`src/rtl/sar_pkg.sv`:
```
// Package for the sensor average ranker: field widths, row kinds and item types.
// Used by sensor_average_ranker; no dependencies.
package sar_pkg;

  localparam int unsigned TEMP_BITS  = 7;
  localparam int unsigned COUNT_BITS = 16;
  localparam int unsigned SUM_BITS   = TEMP_BITS + COUNT_BITS;
  localparam int unsigned ID_BITS    = 5;
  localparam int unsigned TOTAL_BITS = 6;

  localparam logic [TEMP_BITS-1:0] THRESH_RESET = TEMP_BITS'(100);

  localparam logic ROW_ALARM  = 1'b0;
  localparam logic ROW_REPORT = 1'b1;

  typedef struct packed {
    logic [ID_BITS-1:0]   sensor_id;
    logic [TEMP_BITS-1:0] temperature;
    logic                 end_of_session;
  } in_item_t;

  typedef struct packed {
    logic                  row_kind;
    logic [ID_BITS-1:0]    channel_id;
    logic [SUM_BITS-1:0]   channel_sum;
    logic [COUNT_BITS-1:0] channel_count;
    logic [TEMP_BITS-1:0]  channel_average;
    logic                  channel_alarm;
    logic [TOTAL_BITS-1:0] alarm_total;
    logic                  last_row;
  } out_item_t;

endpackage

```
`src/rtl/sar_ram.sv`:
```
// Generic simple dual-port RAM with one write port and one registered read port.
// No dependencies.
module sar_ram #(
  parameter int unsigned WIDTH = 8,
  parameter int unsigned DEPTH = 32
) (
  input  logic                     clk_i,
  input  logic                     we_i,
  input  logic [$clog2(DEPTH)-1:0] waddr_i,
  input  logic [WIDTH-1:0]         wdata_i,
  input  logic                     re_i,
  input  logic [$clog2(DEPTH)-1:0] raddr_i,
  output logic [WIDTH-1:0]         rdata_o
);

  logic [WIDTH-1:0] mem_q [DEPTH];
  logic [WIDTH-1:0] rdata_q;

  always_ff @(posedge clk_i) begin
    if (we_i) begin
      mem_q[waddr_i] <= wdata_i;
    end
    if (re_i) begin
      rdata_q <= mem_q[raddr_i];
    end
  end

  assign rdata_o = rdata_q;

endmodule

```
`src/rtl/sensor_average_ranker.sv`:
```
// Sensor average ranker top level: per-channel sum/count/alarm store, averaging and report.
// Depends on sar_pkg and sar_ram.
//
// A sample is accepted, then its channel entry in the channel RAM is read, modified and
// written back; a sample that raises the alarm then runs through the divider and hands
// its event to the output register. An end-of-session item averages every channel
// through the shared restoring divider, then for each reported row scans the average
// RAM and outputs the row, then runs a clearing pass. The same clearing pass runs
// after reset before the first item is taken. The threshold register can be written
// at any time.
module sensor_average_ranker #(
  parameter int unsigned CHANNELS = 32
) (
  input  logic                           clk_i,
  input  logic                           rst_ni,
  input  logic                           cfg_valid_i,
  output logic                           cfg_ready_o,
  input  logic [sar_pkg::TEMP_BITS-1:0]  cfg_data_i,
  input  logic                           in_valid_i,
  output logic                           in_stall_o,
  input  sar_pkg::in_item_t              in_data_i,
  output logic                           out_valid_o,
  input  logic                           out_stall_i,
  output sar_pkg::out_item_t             out_data_o
);

  localparam int unsigned T   = sar_pkg::TEMP_BITS;
  localparam int unsigned C   = sar_pkg::COUNT_BITS;
  localparam int unsigned S   = sar_pkg::SUM_BITS;
  localparam int unsigned CW  = $clog2(CHANNELS);
  localparam int unsigned CW1 = $clog2(CHANNELS + 1);
  localparam int unsigned MW  = S + C + 1;
  localparam int unsigned AW  = T + 1;
  localparam int unsigned DCW = $clog2(T);
  localparam logic [CW1-1:0] LAST_K = CW1'(CHANNELS - 1);
  localparam logic [CW1-1:0] NUM_K  = CW1'(CHANNELS);

  localparam logic [3:0] S_CLR   = 4'd0;
  localparam logic [3:0] S_IDLE  = 4'd1;
  localparam logic [3:0] S_SUPD  = 4'd2;
  localparam logic [3:0] S_SDIV  = 4'd3;
  localparam logic [3:0] S_SEMIT = 4'd4;
  localparam logic [3:0] S_ARD   = 4'd5;
  localparam logic [3:0] S_ALD   = 4'd6;
  localparam logic [3:0] S_ADIV  = 4'd7;
  localparam logic [3:0] S_SCAN  = 4'd8;
  localparam logic [3:0] S_ROUT  = 4'd9;

  logic [3:0]          state_q;
  logic [CW1-1:0]      k_q;
  logic [T-1:0]        thr_q;
  logic [CW-1:0]       cur_id_q;
  logic [T-1:0]        cur_t_q;
  logic [S-1:0]        sum_q;
  logic [C-1:0]        cnt_q;
  logic [S-1:0]        rem_q;
  logic [S-1:0]        dsr_q;
  logic [T-1:0]        quo_q;
  logic [DCW-1:0]      dcnt_q;
  logic [CW1-1:0]      alarm_cnt_q;
  logic [CW1-1:0]      filled_q;
  logic [CW1-1:0]      rows_q;
  logic [CHANNELS-1:0] done_q;
  logic                sv_q;
  logic [CW-1:0]       sidx_q;
  logic                found_q;
  logic [CW-1:0]       best_q;
  logic [T-1:0]        best_avg_q;
  logic                out_valid_q;
  sar_pkg::out_item_t  out_q;
  sar_pkg::out_item_t  out_d;

  logic          main_we, main_re;
  logic [CW-1:0] main_waddr, main_raddr;
  logic [MW-1:0] main_wdata, main_rdata;
  logic          avg_we, avg_re;
  logic [CW-1:0] avg_waddr, avg_raddr;
  logic [AW-1:0] avg_wdata, avg_rdata;

  logic          in_acc, id_ok, free, out_load, full, new_flag, ge, last;
  logic [S-1:0]  rd_sum, new_sum;
  logic [C-1:0]  rd_cnt, new_cnt;
  logic          rd_alarm;
  logic [T-1:0]  quo_nx;

  sar_ram #(.WIDTH(MW), .DEPTH(CHANNELS)) u_main_ram (
    .clk_i   (clk_i),
    .we_i    (main_we),
    .waddr_i (main_waddr),
    .wdata_i (main_wdata),
    .re_i    (main_re),
    .raddr_i (main_raddr),
    .rdata_o (main_rdata)
  );

  sar_ram #(.WIDTH(AW), .DEPTH(CHANNELS)) u_avg_ram (
    .clk_i   (clk_i),
    .we_i    (avg_we),
    .waddr_i (avg_waddr),
    .wdata_i (avg_wdata),
    .re_i    (avg_re),
    .raddr_i (avg_raddr),
    .rdata_o (avg_rdata)
  );

  assign cfg_ready_o = 1'b1;
  assign in_stall_o  = (state_q != S_IDLE);
  assign in_acc      = in_valid_i && (state_q == S_IDLE);
  assign id_ok       = (int'(in_data_i.sensor_id) < int'(CHANNELS));
  assign free        = !out_valid_q || !out_stall_i;
  assign out_load    = ((state_q == S_SEMIT) || (state_q == S_ROUT)) && free;

  assign rd_sum   = main_rdata[S-1:0];
  assign rd_cnt   = main_rdata[S +: C];
  assign rd_alarm = main_rdata[MW-1];
  assign new_sum  = rd_sum + S'(cur_t_q);
  assign new_cnt  = rd_cnt + C'(1);
  assign full     = (rd_cnt == {C{1'b1}});
  assign new_flag = (cur_t_q > thr_q);
  assign ge       = (rem_q >= dsr_q);
  assign quo_nx   = {quo_q[T-2:0], ge};
  assign last     = ((rows_q + CW1'(1)) == filled_q);

  always_comb begin
    main_we    = 1'b0;
    main_waddr = '0;
    main_wdata = '0;
    main_re    = 1'b0;
    main_raddr = '0;
    avg_we     = 1'b0;
    avg_waddr  = '0;
    avg_wdata  = '0;
    avg_re     = 1'b0;
    avg_raddr  = '0;
    case (state_q)
      S_CLR: begin
        main_we    = 1'b1;
        main_waddr = k_q[CW-1:0];
      end
      S_IDLE: begin
        if (in_acc && !in_data_i.end_of_session && id_ok) begin
          main_re    = 1'b1;
          main_raddr = CW'(in_data_i.sensor_id);
        end
      end
      S_SUPD: begin
        if (!full) begin
          main_we    = 1'b1;
          main_waddr = cur_id_q;
          main_wdata = {new_flag, new_cnt, new_sum};
        end
      end
      S_ARD: begin
        main_re    = 1'b1;
        main_raddr = k_q[CW-1:0];
      end
      S_ADIV: begin
        if (dcnt_q == '0) begin
          avg_we    = 1'b1;
          avg_waddr = k_q[CW-1:0];
          avg_wdata = (cnt_q != '0) ? {1'b1, quo_nx} : '0;
        end
      end
      S_SCAN: begin
        if (k_q < NUM_K) begin
          avg_re    = 1'b1;
          avg_raddr = k_q[CW-1:0];
        end else if (!sv_q && found_q) begin
          main_re    = 1'b1;
          main_raddr = best_q;
        end
      end
      default: begin
      end
    endcase
  end

  always_comb begin
    out_d = '0;
    if (state_q == S_SEMIT) begin
      out_d.row_kind        = sar_pkg::ROW_ALARM;
      out_d.channel_id      = sar_pkg::ID_BITS'(cur_id_q);
      out_d.channel_sum     = sum_q;
      out_d.channel_count   = cnt_q;
      out_d.channel_average = quo_q;
      out_d.channel_alarm   = 1'b1;
      out_d.alarm_total     = sar_pkg::TOTAL_BITS'(alarm_cnt_q);
      out_d.last_row        = 1'b0;
    end else begin
      out_d.row_kind        = sar_pkg::ROW_REPORT;
      out_d.channel_id      = sar_pkg::ID_BITS'(best_q);
      out_d.channel_sum     = rd_sum;
      out_d.channel_count   = rd_cnt;
      out_d.channel_average = best_avg_q;
      out_d.channel_alarm   = rd_alarm;
      out_d.alarm_total     = sar_pkg::TOTAL_BITS'(alarm_cnt_q);
      out_d.last_row        = last;
    end
  end

  always_ff @(posedge clk_i or negedge rst_ni) begin
    if (!rst_ni) begin
      thr_q <= sar_pkg::THRESH_RESET;
    end else if (cfg_valid_i) begin
      thr_q <= cfg_data_i;
    end
  end

  always_ff @(posedge clk_i or negedge rst_ni) begin
    if (!rst_ni) begin
      out_valid_q <= 1'b0;
    end else if (out_load) begin
      out_valid_q <= 1'b1;
    end else if (!out_stall_i) begin
      out_valid_q <= 1'b0;
    end
  end

  always_ff @(posedge clk_i) begin
    if (out_load) begin
      out_q <= out_d;
    end
  end

  always_ff @(posedge clk_i or negedge rst_ni) begin
    if (!rst_ni) begin
      state_q     <= S_CLR;
      k_q         <= '0;
      alarm_cnt_q <= '0;
      filled_q    <= '0;
      rows_q      <= '0;
      done_q      <= '0;
      sv_q        <= 1'b0;
      found_q     <= 1'b0;
    end else begin
      case (state_q)
        S_CLR: begin
          k_q <= k_q + CW1'(1);
          if (k_q == LAST_K) begin
            alarm_cnt_q <= '0;
            filled_q    <= '0;
            rows_q      <= '0;
            state_q     <= S_IDLE;
          end
        end
        S_IDLE: begin
          if (in_acc) begin
            if (in_data_i.end_of_session) begin
              k_q     <= '0;
              done_q  <= '0;
              rows_q  <= '0;
              state_q <= S_ARD;
            end else if (id_ok) begin
              cur_id_q <= CW'(in_data_i.sensor_id);
              cur_t_q  <= in_data_i.temperature;
              state_q  <= S_SUPD;
            end
          end
        end
        S_SUPD: begin
          if (full) begin
            state_q <= S_IDLE;
          end else begin
            sum_q <= new_sum;
            cnt_q <= new_cnt;
            if (rd_cnt == '0) begin
              filled_q <= filled_q + CW1'(1);
            end
            if (new_flag && !rd_alarm) begin
              alarm_cnt_q <= alarm_cnt_q + CW1'(1);
            end else if (!new_flag && rd_alarm) begin
              alarm_cnt_q <= alarm_cnt_q - CW1'(1);
            end
            if (new_flag) begin
              rem_q   <= new_sum;
              dsr_q   <= S'(new_cnt) << (T - 1);
              quo_q   <= '0;
              dcnt_q  <= DCW'(T - 1);
              state_q <= S_SDIV;
            end else begin
              state_q <= S_IDLE;
            end
          end
        end
        S_SDIV: begin
          if (ge) begin
            rem_q <= rem_q - dsr_q;
          end
          dsr_q  <= dsr_q >> 1;
          quo_q  <= quo_nx;
          dcnt_q <= dcnt_q - DCW'(1);
          if (dcnt_q == '0) begin
            state_q <= S_SEMIT;
          end
        end
        S_SEMIT: begin
          if (free) begin
            state_q <= S_IDLE;
          end
        end
        S_ARD: begin
          state_q <= S_ALD;
        end
        S_ALD: begin
          cnt_q   <= rd_cnt;
          rem_q   <= rd_sum;
          dsr_q   <= S'(rd_cnt) << (T - 1);
          quo_q   <= '0;
          dcnt_q  <= DCW'(T - 1);
          state_q <= S_ADIV;
        end
        S_ADIV: begin
          if (ge) begin
            rem_q <= rem_q - dsr_q;
          end
          dsr_q  <= dsr_q >> 1;
          quo_q  <= quo_nx;
          dcnt_q <= dcnt_q - DCW'(1);
          if (dcnt_q == '0) begin
            if (k_q == LAST_K) begin
              k_q     <= '0;
              sv_q    <= 1'b0;
              found_q <= 1'b0;
              state_q <= S_SCAN;
            end else begin
              k_q     <= k_q + CW1'(1);
              state_q <= S_ARD;
            end
          end
        end
        S_SCAN: begin
          if (k_q < NUM_K) begin
            k_q    <= k_q + CW1'(1);
            sv_q   <= 1'b1;
            sidx_q <= k_q[CW-1:0];
          end else begin
            sv_q <= 1'b0;
          end
          if (sv_q && avg_rdata[T] && !done_q[sidx_q] &&
              (!found_q || (avg_rdata[T-1:0] > best_avg_q))) begin
            found_q    <= 1'b1;
            best_q     <= sidx_q;
            best_avg_q <= avg_rdata[T-1:0];
          end
          if ((k_q == NUM_K) && !sv_q) begin
            if (found_q) begin
              state_q <= S_ROUT;
            end else begin
              k_q     <= '0;
              state_q <= S_CLR;
            end
          end
        end
        S_ROUT: begin
          if (free) begin
            done_q[best_q] <= 1'b1;
            rows_q         <= rows_q + CW1'(1);
            k_q            <= '0;
            if (last) begin
              state_q <= S_CLR;
            end else begin
              sv_q    <= 1'b0;
              found_q <= 1'b0;
              state_q <= S_SCAN;
            end
          end
        end
        default: begin
          state_q <= S_CLR;
          k_q     <= '0;
        end
      endcase
    end
  end

  assign out_valid_o = out_valid_q;
  assign out_data_o  = out_q;

  a_alarm_le_filled: assert property (@(posedge clk_i) disable iff (!rst_ni)
    alarm_cnt_q <= filled_q)
    else $error("alarm count exceeds filled channel count");

  a_rows_le_filled: assert property (@(posedge clk_i) disable iff (!rst_ni)
    rows_q <= filled_q)
    else $error("more report rows than filled channels");

  a_accept_leaves_idle: assert property (@(posedge clk_i) disable iff (!rst_ni)
    (in_acc && (in_data_i.end_of_session || id_ok)) |=> (state_q != S_IDLE))
    else $error("accepted item did not start work");

  a_report_row_found: assert property (@(posedge clk_i) disable iff (!rst_ni)
    (state_q == S_ROUT) |-> (found_q && !done_q[best_q]))
    else $error("report row for a channel already reported");

endmodule

```
`config.mk`:
```
export PLATFORM = sky130hd
export DESIGN_NAME = sensor_average_ranker
export DESIGN_NICKNAME = d
export VERILOG_FILES = /design/src/rtl/sar_pkg.sv /design/src/rtl/sar_ram.sv /design/src/rtl/sensor_average_ranker.sv
export SDC_FILE = /design/constraint.sdc
export NUM_CORES = 2
export LEC_CHECK = 0
export ABC_CLOCK_PERIOD_IN_PS = 5000
export BUFFER_PORTS_ARGS = -buffer_cell sky130_fd_sc_hd__buf_2
export CORE_MARGIN = 3
export CORE_UTILIZATION = 40
export DETAILED_ROUTE_END_ITERATION = 6
export PLACE_DENSITY = 0.68
export SLEW_MARGIN = 10
export SYNTH_ARGS = -nofsm -noshare
export SYNTH_HDL_FRONTEND = slang
export SYNTH_SLANG_ARGS = --single-unit
```
`constraint.sdc`:
```
create_clock -name clk_i -period 5 [get_ports clk_i]
set_input_delay 1 -clock clk_i [delete_from_list [all_inputs] [get_ports clk_i]]
set_output_delay 1 -clock clk_i [all_outputs]
set_load 0.005 [all_outputs]
```
==> impl_metrics.ini <==
[synth]
ys.flop_type = edfxtp_1
yosys.cell_types.count = 87
ys_ff_latch = 1837
synthesis.instances = 5839
syn-num-nets = 5926
yosysTopAreaCellShare_pct = 70.0
syn_area_sq_mm = 0.0758
synth_area_leader_cell = edfxtp_1
seq_area_frac_synth_pct = 72.3
avgSynthCellArea_sq_um = 13.0
synth_warnings = 0
synth_edf_count = 1767
synthTopCellsByArea = edfxtp_1, nand2_1, nand3_1
async_flop_share_pct = 3.81

[floorplanning]
ioPinCount = 88
die_y_microns = 441
start_util_pct = 40.3
rows = 159
core_sq_mm = 0.188
die_w_microns = 441
die_area_sq_mm = 0.195

[min_path]
worstHoldPathType = input port to asynchronous set/reset pin

[layout]
fin_nets = 6024
final_util_pct = 45.8
drive_gt1_share_pct = 11.3
fillers = 16200
area_growth_pct = 13.7

[power_and_ir_drop]
p_leak_nw = 29.4
fin_total_pwr_mw = 37.5
powerDensity_mw_per_mm2 = 435
ir_drop_mv = 0.272

[sta]
fin_crit_sh_pct = 87.4
worstMarginPinSlew_ns = 1.29
fmax_mhz = 229
hold_viol = 0
fin_crit_ns = 4.37
hold_slack_ns = 0.140
rsz0062_at_grt = false
drv_slew = 0
finalClockSkew_ns = 0.0714
slew_headroom_pct = 13.8
setup_violations = 0

[clocking]
cts_tree = done
cts_hold_buffers = 0
cts_root_buf = clkbuf_16
numCtsBuffers = 181
cts_sinks = 1837
clk_latency_ns = 0.83
cts_max_path_buffers = 3
htree_num_levels = 4
ctsResizeCount = 0
post_cts_buffers = 0
cts.clk_slew.worst_paths_ns = 0.06

[setup_path]
crit_path_end_kind = flop
start_kind = flop
cp.required_ns = 5.58
reg2reg_from = state_q[2]$_DFFE_PN0P_
crit_end = u_main_ram.rdata_o[23]$_DFFE_PP_
critPathLaunch = state_q[2]$_DFFE_PN0P_
cp_data_arrival_time_ns = 4.95
worst_r2r_path_depth = 9
max_stage_delay_ns = 0.69
critPathMaxFanout = 19
slowest_stage = nor4b_4
r2r_setup_slack_ns = 0.63
crit_chain = nor4b_4 > buf_4 > nand4_1 > a211oi_1 > nand2_2 > buf_12 > a21oi_1 > nor3_1 > a32oi_1
r2r_end = u_main_ram.rdata_o[23]$_DFFE_PP_
crit_type = flop to flop

[grt]
antenna_found_initial = 6
grt.total_usage_pct = 22.1
grt_pass1_wl_mm = 320
grt_pass1_vias = 48100
grt_overflow = 0
grt_max_degree = 142

[routing]
drtIter0Drc = 7578
first_pass_iters = 7
ant_nets = 0
vias = 50800
drc = 1
wirelength_mm = 220
avgViaCountPerCell = 5.92
post_drt_wl_per_cell_microns = 25.6

[placed_design]
post-dp-hpwl_mm = 126
gp_congestion = 0.901
io_buffers = 86

[run_status]
status = complete, but fails checks
violations = DRC

[run]
drv_cap = 0
## power breakdown
| group | internal [mW] | leakage [nW] | total [mW] | switching, mW |
|---|---|---|---|---|
| registers | 18.0 | 16.2 | 18.6 | 0.596 |
| clock network | 7.61 | 2.87 | 13.5 | 5.90 |
| logic | 1.63 | 10.3 | 5.37 | 3.74 |
| total | 27.2 | 29.4 | 37.5 | 10.2 |
## layer usage
layer	share of wire [%]	global-route usage (%)	up-vias
met1	39	30.4	25200
li1	-	-	21900
met5	0.0064	0	-
met2	45	34.0	3176
met4	3.7	7.71	2
met3	12	5.60	524
## Yosys cell counts, types with 67 or more instances
cell and n:
nor3_1 74, edfxtp_1 1767, clkbuf_1 253, nor2_1 179
dfrtp_1 67, nand3_1 372, nand4_1 98, inv_1 89
nand2_1 1448, and3_1 92, a21oi_1 273, a31oi_1 142
o21ai_0 139
## logic make-up (layout without fill, tap and decap cells)
group / Yosys count / in the layout / share of synthesized area (%)
flops: 1837 / 1837 / 72.3
buf+inv: 447 / 692 / 2.39
mux: 107 / 107 / 1.65
simple gates: 2409 / 2409 / 13.9
other cells: 1 / 6 / 0.00495
xor+xnor: 73 / 73 / 0.844
compound gates: 903 / 903 / 7.78
fa+ha+maj: 62 / 62 / 1.05
## layout make-up
type	count	area, sq um	area share [%]
diodes	5	12.5	0.0145
clock inverters	106	1110	1.29
well taps	2495	3120	3.62
multi-input cells	3555	19700	22.8
inverters	90	338	0.392
flip-flops and latches	1837	54800	63.6
clock buffers	224	4810	5.58
repair buffers	272	2250	2.62
## worst min path at each step
stage,slack (ns),cells after the start,to,start
global placement,0.46,0,out_data_o[6]$_DFFE_PP_,alarm_cnt_q[5]$_DFFE_PN0P_
detailed placement,0.46,0,out_data_o[6]$_DFFE_PP_,alarm_cnt_q[5]$_DFFE_PN0P_
global route,0.13,1,thr_q[1]$_DFFE_PN0P_,rst_ni
CTS,0.11,1,thr_q[1]$_DFFE_PN0P_,rst_ni
finish,0.14,1,thr_q[1]$_DFFE_PN0P_,rst_ni
floorplan,0.42,0,sidx_q[2]$_DFFE_PP_,k_q[2]$_DFFE_PN0P_
## state kept, by name (all words and copies together), names as in the netlist, 7 cells and up
name / flops
u_main_ram.mem_q: 1280
u_avg_ram.mem_q: 256
out_data_o: 60
u_main_ram.rdata_o: 40
done_q: 32
rem_q: 23
sum_q: 23
dsr_q: 22
cnt_q: 16
u_avg_ram.rdata_o: 8
best_avg_q: 7
cur_t_q: 7
quo_q: 7
thr_q: 7
## stage by stage
step | TNS, ns | instances | setup slack, ns | cell area [sq um]
detailed placement | 0 | 8249 | 0.803 | 80200
floorplan | -48.47 | 5839 | -0.404 | 75800
global placement | 0 | 8249 | 0.917 | 80200
global route | 0 | 8580 | 0.602 | 86100
CTS | 0 | 8579 | 0.781 | 86100
finish | 0 | 8584 | 0.629 | 86100
## worst max-delay path, delay by kind of cell (launching register included)
family	cells	cell delay (ns)
compound gates	3	1.29
buf+inv	2	0.60
flops	1	0.61
simple gates	4	1.60
## cells in the final DEF (no fill, tap or decap), types with 16 or more instances in the layout
cell type	synthesis	layout
a31oi_1	142	141
clkbuf_16	0	186
ha_1	59	59
dfrtp_1	67	67
clkinv_2	0	32
a311oi_1	23	23
nand4_1	98	98
nand3_1	372	371
nor3_1	74	60
nor2_4	1	29
nor2b_1	17	17
nand2b_1	16	16
mux2i_1	53	53
edfxtp_1	1767	1767
clkbuf_1	253	37
and2_1	35	35
a22oi_1	18	17
buf_4	8	153
buf_2	62	85
buf_12	0	34
a32oi_1	52	51
xor2_1	25	25
nand2_1	1448	1441
a21oi_1	273	270
and3_1	92	91
a21o_1	18	18
nor2_1	179	141
o2111ai_1	37	37
o21ai_0	139	139
nor4_1	30	29
inv_1	89	89
mux2_2	44	44
xnor2_1	48	48
a211oi_1	53	53
clkinv_1	0	34
o22ai_1	18	18
Note: power is estimated with default switching activity, not from simulation.
